--- config.mk ---
export PLATFORM = sky130hd
export DESIGN_NAME = decimal_digit_masker_unit
export DESIGN_NICKNAME = d
export VERILOG_FILES = /design/src/ddm_pkg.sv /design/src/ddm_dabble.sv /design/src/ddm_rebuild.sv /design/src/decimal_digit_masker_unit.sv
export SDC_FILE = /design/constraint.sdc
export NUM_CORES = 2
export LEC_CHECK = 0
export CORE_MARGIN = 5
export CORE_UTILIZATION = 30
export CTS_CLUSTER_DIAMETER = 60
export CTS_CLUSTER_SIZE = 24
export DETAILED_ROUTE_END_ITERATION = 6
export DONT_BUFFER_PORTS = 1
export PLACE_DENSITY = 0.55
export SYNTH_ARGS = -nofsm -noshare
export SYNTH_HDL_FRONTEND = slang
export SYNTH_HIERARCHICAL = 1
export SYNTH_SLANG_ARGS = --single-unit
export TNS_END_PERCENT = 100
--- constraint.sdc ---
create_clock -name clk -period 11.35 [get_ports clk]
set_input_delay 1.135 -clock clk [delete_from_list [all_inputs] [get_ports clk]]
set_output_delay 1.135 -clock clk [all_outputs]
set_load 0.02 [all_outputs]
--- src/ddm_pkg.sv ---
// ----------------------------------------------------------------------------
// ddm_pkg
// Shared types, constants and a digit helper for the decimal digit masker.
// ----------------------------------------------------------------------------
package ddm_pkg;

  localparam int DATA_W      = 64;
  localparam int BCD_DIGITS  = 19;
  localparam int DIGIT_W     = 4;
  localparam int COUNT_W     = 5;
  localparam int DABBLE_BITS = 4;
  localparam int DABBLE_STEPS = DATA_W / DABBLE_BITS;
  localparam int DABBLE_CNT_W = $clog2(DABBLE_STEPS);

  typedef logic [DIGIT_W-1:0]            digit_t;
  typedef digit_t [BCD_DIGITS-1:0]       bcd_t;
  typedef logic [DATA_W-1:0]             word_t;
  typedef logic [COUNT_W-1:0]            count_t;

  typedef enum logic [1:0] {
    CFG_KEEP_MODE  = 2'd0,
    CFG_KEEP_COUNT = 2'd1,
    CFG_MASK_DIGIT = 2'd2
  } cfg_index_t;

  localparam logic   KEEP_MODE_RESET  = 1'b0;
  localparam count_t KEEP_COUNT_RESET = count_t'(4);
  localparam digit_t MASK_DIGIT_RESET = digit_t'(1);
  localparam digit_t DIGIT_MAX        = digit_t'(9);
  localparam digit_t DIGIT_ADJ_MIN    = digit_t'(5);
  localparam digit_t DIGIT_ADJ        = digit_t'(3);

  localparam word_t POS_LIMIT = {1'b0, {(DATA_W-1){1'b1}}};
  localparam word_t NEG_LIMIT = {1'b1, {(DATA_W-1){1'b0}}};

  // add-3 correction on every digit ahead of a shift
  function automatic bcd_t dabble_adjust(input bcd_t b);
    bcd_t r;
    for (int i = 0; i < BCD_DIGITS; i++) begin
      r[i] = (b[i] >= DIGIT_ADJ_MIN) ? digit_t'(b[i] + DIGIT_ADJ) : b[i];
    end
    return r;
  endfunction

endpackage

--- src/ddm_dabble.sv ---
// ----------------------------------------------------------------------------
// ddm_dabble
// Iterative binary to BCD converter, four shift-and-adjust steps per cycle.
// ----------------------------------------------------------------------------
module ddm_dabble import ddm_pkg::*; (
  input  logic  clk,
  input  logic  rst,
  input  logic  start,
  input  word_t mag,
  output logic  done,
  output bcd_t  bcd
);

  logic                    busy;
  logic [DABBLE_CNT_W-1:0] cnt;
  word_t                   sh;
  bcd_t                    bcd_next;
  word_t                   sh_next;

  always_comb begin
    bcd_next = bcd;
    sh_next  = sh;
    for (int k = 0; k < DABBLE_BITS; k++) begin
      bcd_next = dabble_adjust(bcd_next);
      bcd_next = bcd_t'({bcd_next, sh_next[DATA_W-1]});
      sh_next  = {sh_next[DATA_W-2:0], 1'b0};
    end
  end

  always_ff @(posedge clk) begin
    if (rst) begin
      busy <= 1'b0;
      done <= 1'b0;
      cnt  <= '0;
    end else begin
      done <= 1'b0;
      if (start) begin
        busy <= 1'b1;
        cnt  <= '0;
      end else if (busy) begin
        cnt <= cnt + DABBLE_CNT_W'(1);
        if (cnt == DABBLE_CNT_W'(DABBLE_STEPS - 1)) begin
          busy <= 1'b0;
          done <= 1'b1;
        end
      end
    end
  end

  always_ff @(posedge clk) begin
    if (start) begin
      sh  <= mag;
      bcd <= '0;
    end else if (busy) begin
      sh  <= sh_next;
      bcd <= bcd_next;
    end
  end

endmodule

--- src/ddm_rebuild.sv ---
// ----------------------------------------------------------------------------
// ddm_rebuild
// Iterative BCD to binary converter, one digit per cycle, top digit first.
// ----------------------------------------------------------------------------
module ddm_rebuild import ddm_pkg::*; (
  input  logic  clk,
  input  logic  rst,
  input  logic  start,
  input  bcd_t  bcd,
  output logic  done,
  output word_t acc
);

  logic   busy;
  count_t cnt;
  bcd_t   sh;
  word_t  acc_next;

  // acc * 10 + digit; the full result stays below 10^19, so no bits are lost
  assign acc_next = {acc[DATA_W-4:0], 3'b000} + {acc[DATA_W-2:0], 1'b0}
                  + word_t'(sh[BCD_DIGITS-1]);

  always_ff @(posedge clk) begin
    if (rst) begin
      busy <= 1'b0;
      done <= 1'b0;
      cnt  <= '0;
    end else begin
      done <= 1'b0;
      if (start) begin
        busy <= 1'b1;
        cnt  <= '0;
      end else if (busy) begin
        cnt <= cnt + count_t'(1);
        if (cnt == count_t'(BCD_DIGITS - 1)) begin
          busy <= 1'b0;
          done <= 1'b1;
        end
      end
    end
  end

  always_ff @(posedge clk) begin
    if (start) begin
      sh  <= bcd;
      acc <= '0;
    end else if (busy) begin
      sh  <= bcd_t'({sh[BCD_DIGITS-2:0], digit_t'(0)});
      acc <= acc_next;
    end
  end

endmodule

--- src/decimal_digit_masker_unit.sv ---
// ----------------------------------------------------------------------------
// decimal_digit_masker_unit
// Replaces leading or trailing decimal digits of a signed 64-bit item.
// ----------------------------------------------------------------------------
// Flow: the magnitude is converted to BCD, 4 bits a cycle; if no digit is masked,
// the input item leaves unchanged, otherwise the masked digits are rebuilt to binary,
// one digit a cycle, and the sign is restored with saturation.
// Throughput: one item at a time; the next item is taken once the result leaves.
// Reset: synchronous; keep_mode 0, keep_count 4, mask_digit 1, unit idle.
module decimal_digit_masker_unit import ddm_pkg::*; (
  input  logic               clk,
  input  logic               rst,
  input  logic               s_axis_tvalid,
  output logic               s_axis_tready,
  input  logic [DATA_W-1:0]  s_axis_tdata,   // [63:0] value
  output logic               m_axis_tvalid,
  input  logic               m_axis_tready,
  output logic [DATA_W-1:0]  m_axis_tdata,   // [63:0] masked_value
  output logic               m_axis_tuser,   // [0] overflow
  input  logic               cfg_we,
  input  logic [1:0]         cfg_index,
  input  logic [COUNT_W-1:0] cfg_data
);

  typedef enum logic [2:0] {
    S_IDLE,
    S_CONV,
    S_MASK,
    S_BUILD,
    S_OUT
  } state_t;

  state_t state;
  logic   keep_mode;
  count_t keep_count;
  digit_t mask_digit;
  word_t  raw;
  logic   neg;

  logic   in_acc;
  word_t  in_mag;
  logic   conv_done;
  bcd_t   conv_bcd;
  logic   build_start;
  logic   build_done;
  word_t  build_acc;

  count_t n_digits;
  count_t m_low;
  digit_t fill;
  bcd_t   masked;
  logic   pass;

  assign s_axis_tready = (state == S_IDLE);
  assign m_axis_tvalid = (state == S_OUT);
  assign in_acc        = s_axis_tvalid && s_axis_tready;
  assign in_mag        = s_axis_tdata[DATA_W-1] ? (~s_axis_tdata + word_t'(1)) : s_axis_tdata;

  always_ff @(posedge clk) begin
    if (rst) begin
      keep_mode  <= KEEP_MODE_RESET;
      keep_count <= KEEP_COUNT_RESET;
      mask_digit <= MASK_DIGIT_RESET;
    end else if (cfg_we) begin
      case (cfg_index)
        CFG_KEEP_MODE:  keep_mode  <= cfg_data[0];
        CFG_KEEP_COUNT: keep_count <= cfg_data;
        CFG_MASK_DIGIT: mask_digit <= cfg_data[DIGIT_W-1:0];
        default: ;
      endcase
    end
  end

  ddm_dabble u_dabble (
    .clk   (clk),
    .rst   (rst),
    .start (in_acc),
    .mag   (in_mag),
    .done  (conv_done),
    .bcd   (conv_bcd)
  );

  // digit count and per-digit replacement
  always_comb begin
    n_digits = '0;
    for (int i = 0; i < BCD_DIGITS; i++) begin
      if (conv_bcd[i] != '0) n_digits = count_t'(i + 1);
    end
    pass  = (keep_count >= n_digits);
    m_low = n_digits - keep_count;
    fill  = (mask_digit > DIGIT_MAX) ? DIGIT_MAX : mask_digit;
    for (int i = 0; i < BCD_DIGITS; i++) begin
      if (keep_mode) begin
        masked[i] = (count_t'(i) >= keep_count && count_t'(i) < n_digits) ? fill
                                                                          : conv_bcd[i];
      end else begin
        masked[i] = (count_t'(i) < m_low) ? fill : conv_bcd[i];
      end
    end
  end

  assign build_start = (state == S_MASK) && !pass;

  ddm_rebuild u_rebuild (
    .clk   (clk),
    .rst   (rst),
    .start (build_start),
    .bcd   (masked),
    .done  (build_done),
    .acc   (build_acc)
  );

  always_ff @(posedge clk) begin
    if (rst) begin
      state        <= S_IDLE;
      m_axis_tdata <= '0;
      m_axis_tuser <= 1'b0;
    end else begin
      case (state)
        S_IDLE: begin
          if (in_acc) state <= S_CONV;
        end
        S_CONV: begin
          if (conv_done) state <= S_MASK;
        end
        S_MASK: begin
          if (pass) begin
            m_axis_tdata <= raw;
            m_axis_tuser <= 1'b0;
            state        <= S_OUT;
          end else begin
            state <= S_BUILD;
          end
        end
        S_BUILD: begin
          if (build_done) begin
            if (!neg) begin
              m_axis_tdata <= (build_acc > POS_LIMIT) ? POS_LIMIT : build_acc;
              m_axis_tuser <= (build_acc > POS_LIMIT);
            end else begin
              m_axis_tdata <= (build_acc > NEG_LIMIT) ? NEG_LIMIT
                                                      : (~build_acc + word_t'(1));
              m_axis_tuser <= (build_acc > NEG_LIMIT);
            end
            state <= S_OUT;
          end
        end
        S_OUT: begin
          if (m_axis_tready) state <= S_IDLE;
        end
        default: state <= S_IDLE;
      endcase
    end
  end

  always_ff @(posedge clk) begin
    if (in_acc) begin
      raw <= s_axis_tdata;
      neg <= s_axis_tdata[DATA_W-1];
    end
  end

  a_one_side: assert property (@(posedge clk) disable iff (rst)
    !(s_axis_tready && m_axis_tvalid))
    else $error("input and output sides open together");

  a_conv_state: assert property (@(posedge clk) disable iff (rst)
    conv_done |-> (state == S_CONV))
    else $error("conversion finished outside its state");

  a_build_state: assert property (@(posedge clk) disable iff (rst)
    build_done |-> (state == S_BUILD))
    else $error("rebuild finished outside its state");

  a_sat_bound: assert property (@(posedge clk) disable iff (rst)
    (m_axis_tvalid && m_axis_tuser) |-> (m_axis_tdata == POS_LIMIT || m_axis_tdata == NEG_LIMIT))
    else $error("overflow flagged on an unsaturated item");

endmodule

-- Yosys cells after proc, flatten, opt, wreduce, memory -nomap -nowiden
Index checks and enable logic that the tools add are counted.
- $lt $le $gt $ge: 137
- mux-type cells: 182
- reductions and logical operators: 55
- add/subtract/negate cells: 83
- bitwise logic cells: 4
- eq/ne operators: 13
- operators with widths (kind ; count):
    $mux 4 ; 130
    $mux 64 ; 8
    $ge 4x3->1 const B ; 76
    $add 4x2->4 const B ; 72
    $mux 76 ; 2
    $add 64x1->64 const B ; 2
    $not 64->64 ; 2
    $pmux 64 s2 ; 1
    $mux 5 ; 18
    $lt 4x5->1 const A ; 16
    $reduce_bool 4->1 ; 19
    $add 64x4->64 ; 1
    $add 64x64->64 ; 1
    $gt 64x63->1 const B ; 1
    $gt 64x64->1 const B ; 1
    $ge 4x5->1 const A ; 8
    $lt 3x5->1 const A ; 8
    $lt 5x5->1 const A ; 6
    $mux 3 ; 9
    $logic_and 1x1->1 ; 21
    $ge 3x5->1 const A ; 4
    $lt 1x5->1 const A ; 4
    $lt 2x5->1 const A ; 4
    $ge 5x5->1 const A ; 3
    30 further kinds ; 57
- register bits: 436
- logic and storage cells: 528
- output and inout bits: 67

-- Logic depth before layout (Yosys ltp)
- depth after elaboration: 25
- gate-level depth with buffers: 21

-- Cells and area by module
The synthesis kept the hierarchy.
- by module, submodules not included (module ; seq. area each (µm²) ; area an instance (µm²) ; cells an instance ; times used):
    ddm_dabble ; 3563.4 ; 12773.5 ; 1486 ; 1
    decimal_digit_masker_unit ; 3483.3 ; 11085.6 ; 1353 ; 1
    ddm_rebuild ; 3703.6 ; 10022.1 ; 1020 ; 1

-- Least setup slack after synthesis
Ideal clock, no wire load.
- path kind: flip-flop to flip-flop
- start: reg u_dabble/bcd[40] in the netlist's numbering
- end: reg u_rebuild/sh[0] in the netlist's numbering, enable pin
- arrival: 5538 ps
- clock period less this slack: 6129 ps
- setup slack: 5221 ps
- setup time: 591 ps
- required time: 10759 ps
- buffers on the path: 6
- cell stages (with the launch flop): 20
- cells stage by stage: dfxtp_1 > or4_1 > clkbuf_1 > nor4_1 > a221oi_1 > o211ai_1 > clkbuf_1 > nand2_1 > ha_1 > nor2b_1 > o31ai_1 > a21boi_0 > o21ai_0 > clkbuf_1 > nor2_1 > clkbuf_1 > nor2_1 > clkbuf_1 > clkbuf_1 > inv_1
- word-level cells in the longest chain between the ends: 14
- ends and longest elaborated chain (item ; line ; RTL):
    start, declared ; ddm_dabble.sv:11 ; output bcd_t bcd
    start signal, assigned ; ddm_dabble.sv:56 ; bcd <= bcd_next;
    $reduce_bool 4->1 ; decimal_digit_masker_unit.sv:87 ; if (conv_bcd[i] != '0) n_digits = count_t'(i + 1);
    $mux 5 (9 in a row) ; decimal_digit_masker_unit.sv:87 ;
    $ge 5x5->1 ; decimal_digit_masker_unit.sv:89 ; pass = (keep_count >= n_digits);
    $logic_not 1->1 ; decimal_digit_masker_unit.sv:102 ; assign build_start = (state == S_MASK) && !pass;
    $logic_and 1x1->1 ; decimal_digit_masker_unit.sv:102 ;
    via build_start ; decimal_digit_masker_unit.sv:44 ; logic build_start;
    $reduce_bool 2->1 (no line) ; -- ;
    end signal, assigned ; ddm_rebuild.sv:48 ; sh <= bcd_t'({sh[BCD_DIGITS-2:0], digit_t'(0)});
    end, declared ; ddm_rebuild.sv:16 ; bcd_t sh;
The timed path passes the listed nets, and every way through them passes these cells.
A chain may end at the register's enable or synchronous reset.

-- Worst setup path after layout
- start: reg u_dabble/bcd[40] in the netlist's numbering
- end: reg m_axis_tdata[50]
- word-level cells in the longest chain between the ends: 13
- ends and longest elaborated chain (item ; line ; RTL):
    $reduce_bool 4->1 ; decimal_digit_masker_unit.sv:87 ;
    $mux 5 (9 in a row) ; decimal_digit_masker_unit.sv:87 ;
    $ge 5x5->1 ; decimal_digit_masker_unit.sv:89 ;
    $ne 2x2->1 (no line) ; -- ;
    $reduce_and 3->1 (no line) ; -- ;
    end signal, assigned ; decimal_digit_masker_unit.sv:128 ; m_axis_tdata <= raw;
    end signal, assigned ; decimal_digit_masker_unit.sv:138 ; m_axis_tdata <= (build_acc > POS_LIMIT) ? POS_LIMIT : build_acc;
    end signal, assigned ; decimal_digit_masker_unit.sv:141 ; m_axis_tdata <= (build_acc > NEG_LIMIT) ? NEG_LIMIT
    end, declared ; decimal_digit_masker_unit.sv:18 ; output logic [DATA_W-1:0] m_axis_tdata,
No other way between the ends.

==> flow_metrics.py <==
metrics = {
    "timing": {
        "whs_ns": 0.459,
        "max_freq_ghz": 0.167,
        "worst_slew_pin_slew_ns": 1.17,
        "tns_ns": 0,
        "setup_violations": 0,
        "finalHoldViolations": 0,
        "relSlewSlack_pct": 21.9,
        "fin_crit_sh_pct": 52.8,
        "drv_slew": 0,
        "worst_clock_skew_ns": 0.0518,
        "grt_setup_unrepaired": "false",
        "finalCriticalPeriod_ns": 5.99,
    },
    "placed_design": {
        "placed_area_um2": 35400,
        "dpl.hpwl_mm": 77.2,
        "place_congestion": 0.915,
        "io_buffers": 0,
    },
    "job": {
        "cap_violations": 0,
    },
    "critical_path": {
        "cp-start-kind": "flop",
        "critPathCaptureType": "flop",
        "path_buf_inv": 2,
        "cp_max_fo": 43,
        "cp.required_ns": 11.86,
        "crit_chain": "or4_1 > nor4_1 > a221oi_1 > o211ai_1 > nand2_1 > ha_1 > nor2b_1 > o31ai_1 > a21boi_0 > o21ai_2 > buf_4 > and2_2 > buf_4 > mux2i_1 > nor4_1",
        "crit_slowest_cell": "o31ai_1",
        "critPathKind": "flop to flop",
        "max_stage_delay_ns": 0.72,
        "crit_family": "simple AND/OR/NAND/NOR gates",
        "cp.arrival_ns": 6.50,
    },
    "cells_and_area": {
        "syn2layout_area_growth_pct": 9.16,
        "nNetsFinal": 4042,
        "drive_above_1_share_pct": 12.7,
        "final_area_um2": 37000,
    },
    "detailed_routing": {
        "wl_per_cell_um": 19.8,
        "drtIter0Drc": 2804,
        "viasPerCell": 5.59,
        "detail-route-antenna-nets": 0,
        "vias": 29602,
        "drt_pass1_iterations": 6,
        "wirelength_mm": 105,
        "drc_errors": 0,
    },
    "yosys": {
        "async_flop_share_pct": 0,
        "synth_seq_cells": 435,
        "avgSynthCellArea_um2": 8.78,
        "yosysSeqAreaShare_pct": 31.7,
        "yosys_warnings": 6,
        "synth_nets": 4143,
        "synth.distinct_cells": 119,
        "synth_edf_count": 204,
        "syn-instance-count": 3859,
        "syn_area_um2": 33900,
        "ys.flop_type": "dfxtp_1",
    },
    "power_and_ir_drop": {
        "power_w": 0.00765,
        "power_leakage_nw": 13.7,
        "p_seq_share_pct": 25.0,
        "irDropWorstVdd_mv": 0.117,
        "power_switching_w": 0.00341,
        "comb_power_share_pct": 53.9,
        "switching_share_pct": 44.6,
        "internal_power_w": 0.00424,
        "clkPwrFrac_pct": 21.1,
        "power_density_nw_per_um2": 207,
    },
    "clock_network": {
        "clockBufferDepth": 3,
        "clkTransAtPathRegs_ns": 0.09,
        "cts.sinks": 435,
        "cts_made_buffers": 41,
        "cts_resized": 0,
        "cts_root_buffer": "clkbuf_16",
        "cts_setup_buffers": 0,
        "ctsHoldBuffers": 0,
        "h-tree-depth": 2,
        "clock_latency_ns": 0.63,
        "cts_tree": "built",
    },
    "global_routing": {
        "antenna_found_initial": 4,
        "groute.usage.overall_pct": 16.5,
        "grt_max_degree": 137,
        "grt_pass1_vias": 27246,
        "grt_pass1_wl_mm": 161,
        "grt_overflow": 0,
    },
    "floorplan": {
        "dieArea_um2": 120000,
        "die_w_um": 346,
        "rows": 123,
        "num_io_pins": 143,
        "coreArea_um2": 112000,
        "dieHeight_um": 346,
        "start_util_pct": 30.2,
    },
    "status": {
        "status": "complete, no violations",
    },
    "min_path": {
        "hold_class": "flop to flop",
    },
}
## path summary, 6_finish.rpt
kind,startpoint,end,slack [ns],depth (start not counted)
worst max-delay path,u_dabble/bcd[40],m_axis_tdata[50],5.36,15
worst min-delay path,mask_digit[0],mask_digit[0],0.46,1
worst max register to register,u_dabble/bcd[40],m_axis_tdata[50],5.36,15
worst min register to register,mask_digit[0],mask_digit[0],0.46,1
## sequential cells by signal, indices dropped and copies added (netlist names)
signal          cells
u_dabble/bcd       76
u_rebuild/sh       76
m_axis_tdata       64
raw                64
u_dabble/sh        64
u_rebuild/acc      64
keep_count          5
u_rebuild/cnt       5
mask_digit          4
u_dabble/cnt        4
state               3
keep_mode           1
m_axis_tuser        1
u_dabble/busy       1
u_dabble/done       1
u_rebuild/busy      1
u_rebuild/done      1
## cells by family after synthesis
| family | share of synthesized area, % |
|---|---|
| compound gates | 23.8 |
| simple gates | 17.3 |
| flops | 31.7 |
| buf+inv | 3.74 |
| mux | 9.75 |
| xor+xnor | 5.88 |
| fa+ha+maj | 7.78 |
## cells in the mapped netlist (12+ instances only)
cell type  instances  share of area [%]
a211oi_1          40               0.89
a21boi_0          28               0.62
a21o_1            56                1.2
a21oi_1          247                3.6
a21oi_2           26               0.67
a221oi_1          19               0.49
a22o_1            16               0.41
a311oi_1          20               0.52
a31oi_1           96                1.8
a32oi_1           12               0.31
and2_1            38               0.70
and3_1            20               0.37
buf_1             23               0.25
buf_2             12               0.18
clkbuf_1         152                1.7
dfxtp_1          231                 14
edfxtp_1         204                 18
ha_1             205                7.6
inv_1            138                1.5
mux2_2           216                7.2
mux2i_1           81                2.4
nand2_1          311                3.4
nand2b_1          56                1.0
nand3_1           79                1.2
nand4_1           50               0.92
nor2_1           304                3.4
nor2b_1           29               0.54
nor3_1            88                1.3
nor3b_1           38               0.84
nor4_1            39               0.72
o211ai_1          36               0.80
o21a_1            22               0.49
o21ai_0          181                2.7
o21ai_1           82                1.2
o21bai_1          25               0.55
o22ai_1           53               0.98
o31ai_1           39               0.86
o32ai_1           15               0.39
o41ai_1           17               0.44
or3_1             26               0.48
or4_1             25               0.55
xnor2_1          140                3.6
xnor2_2           13               0.62
xor2_1            60                1.6
## power by group through the flow
stage / combinational [W] / clock (W) / sequential [W]
CTS: 0.00411 / 0.00166 / 0.00191
detailed placement: 0.00408 / 0 / 0.00195
global placement: 0.00403 / 0 / 0.00194
floorplan: 0.00330 / 0 / 0.00189
global route: 0.00458 / 0.00172 / 0.00193
finish: 0.00412 / 0.00162 / 0.00191
## per-layer routing
layer	global-route usage, %	up-vias	share of wire, %
met5	0	-	0.012
met4	4.39	2	2.7
met3	3.56	135	7.6
met2	25.3	843	43
met1	23.6	14265	47
li1	-	14357	-
## cells in the final DEF, fill, tap and decap left out, types with 82 or more instances in the layout
cell type and count:
edfxtp_1 204, ha_1 205, o21ai_0 180, o21ai_1 82, a21oi_1 246, dfxtp_1 230, inv_1 136, mux2_2 216
nor2_1 299, a31oi_1 96, nand2_1 310, nor3_1 88, xnor2_1 140
## worst reg2reg max path, delay by kind of cell, from the launching register on
kind            cells  cell delay, ns
flops               1            0.36
buf+inv             2            0.84
compound gates      5            1.97
simple gates        6            2.20
mux                 1            0.18
fa+ha+maj           1            0.32
## per-stage QoR
stage	utilization, %	std cells	worst slack, ns
2_1_floorplan	-	3859	5.22
3_3_place_gp	31.5	5215	5.64
3_5_place_dp	31.5	5215	5.47
4_1_cts	32.9	5290	5.44
5_1_grt	32.9	5290	4.83
6_report	32.9	5291	5.36
## cell type report
cell class	count	area, µm²
antenna	1	2.50
fill	11718	75400
clock inverter	34	532
timing repair buffer	45	350
clock buffer	41	1030
multi-input combinational	3093	21900
inverter	142	536
sequential	435	10800
tap	1500	1880
(Power assumes the default switching activity.)
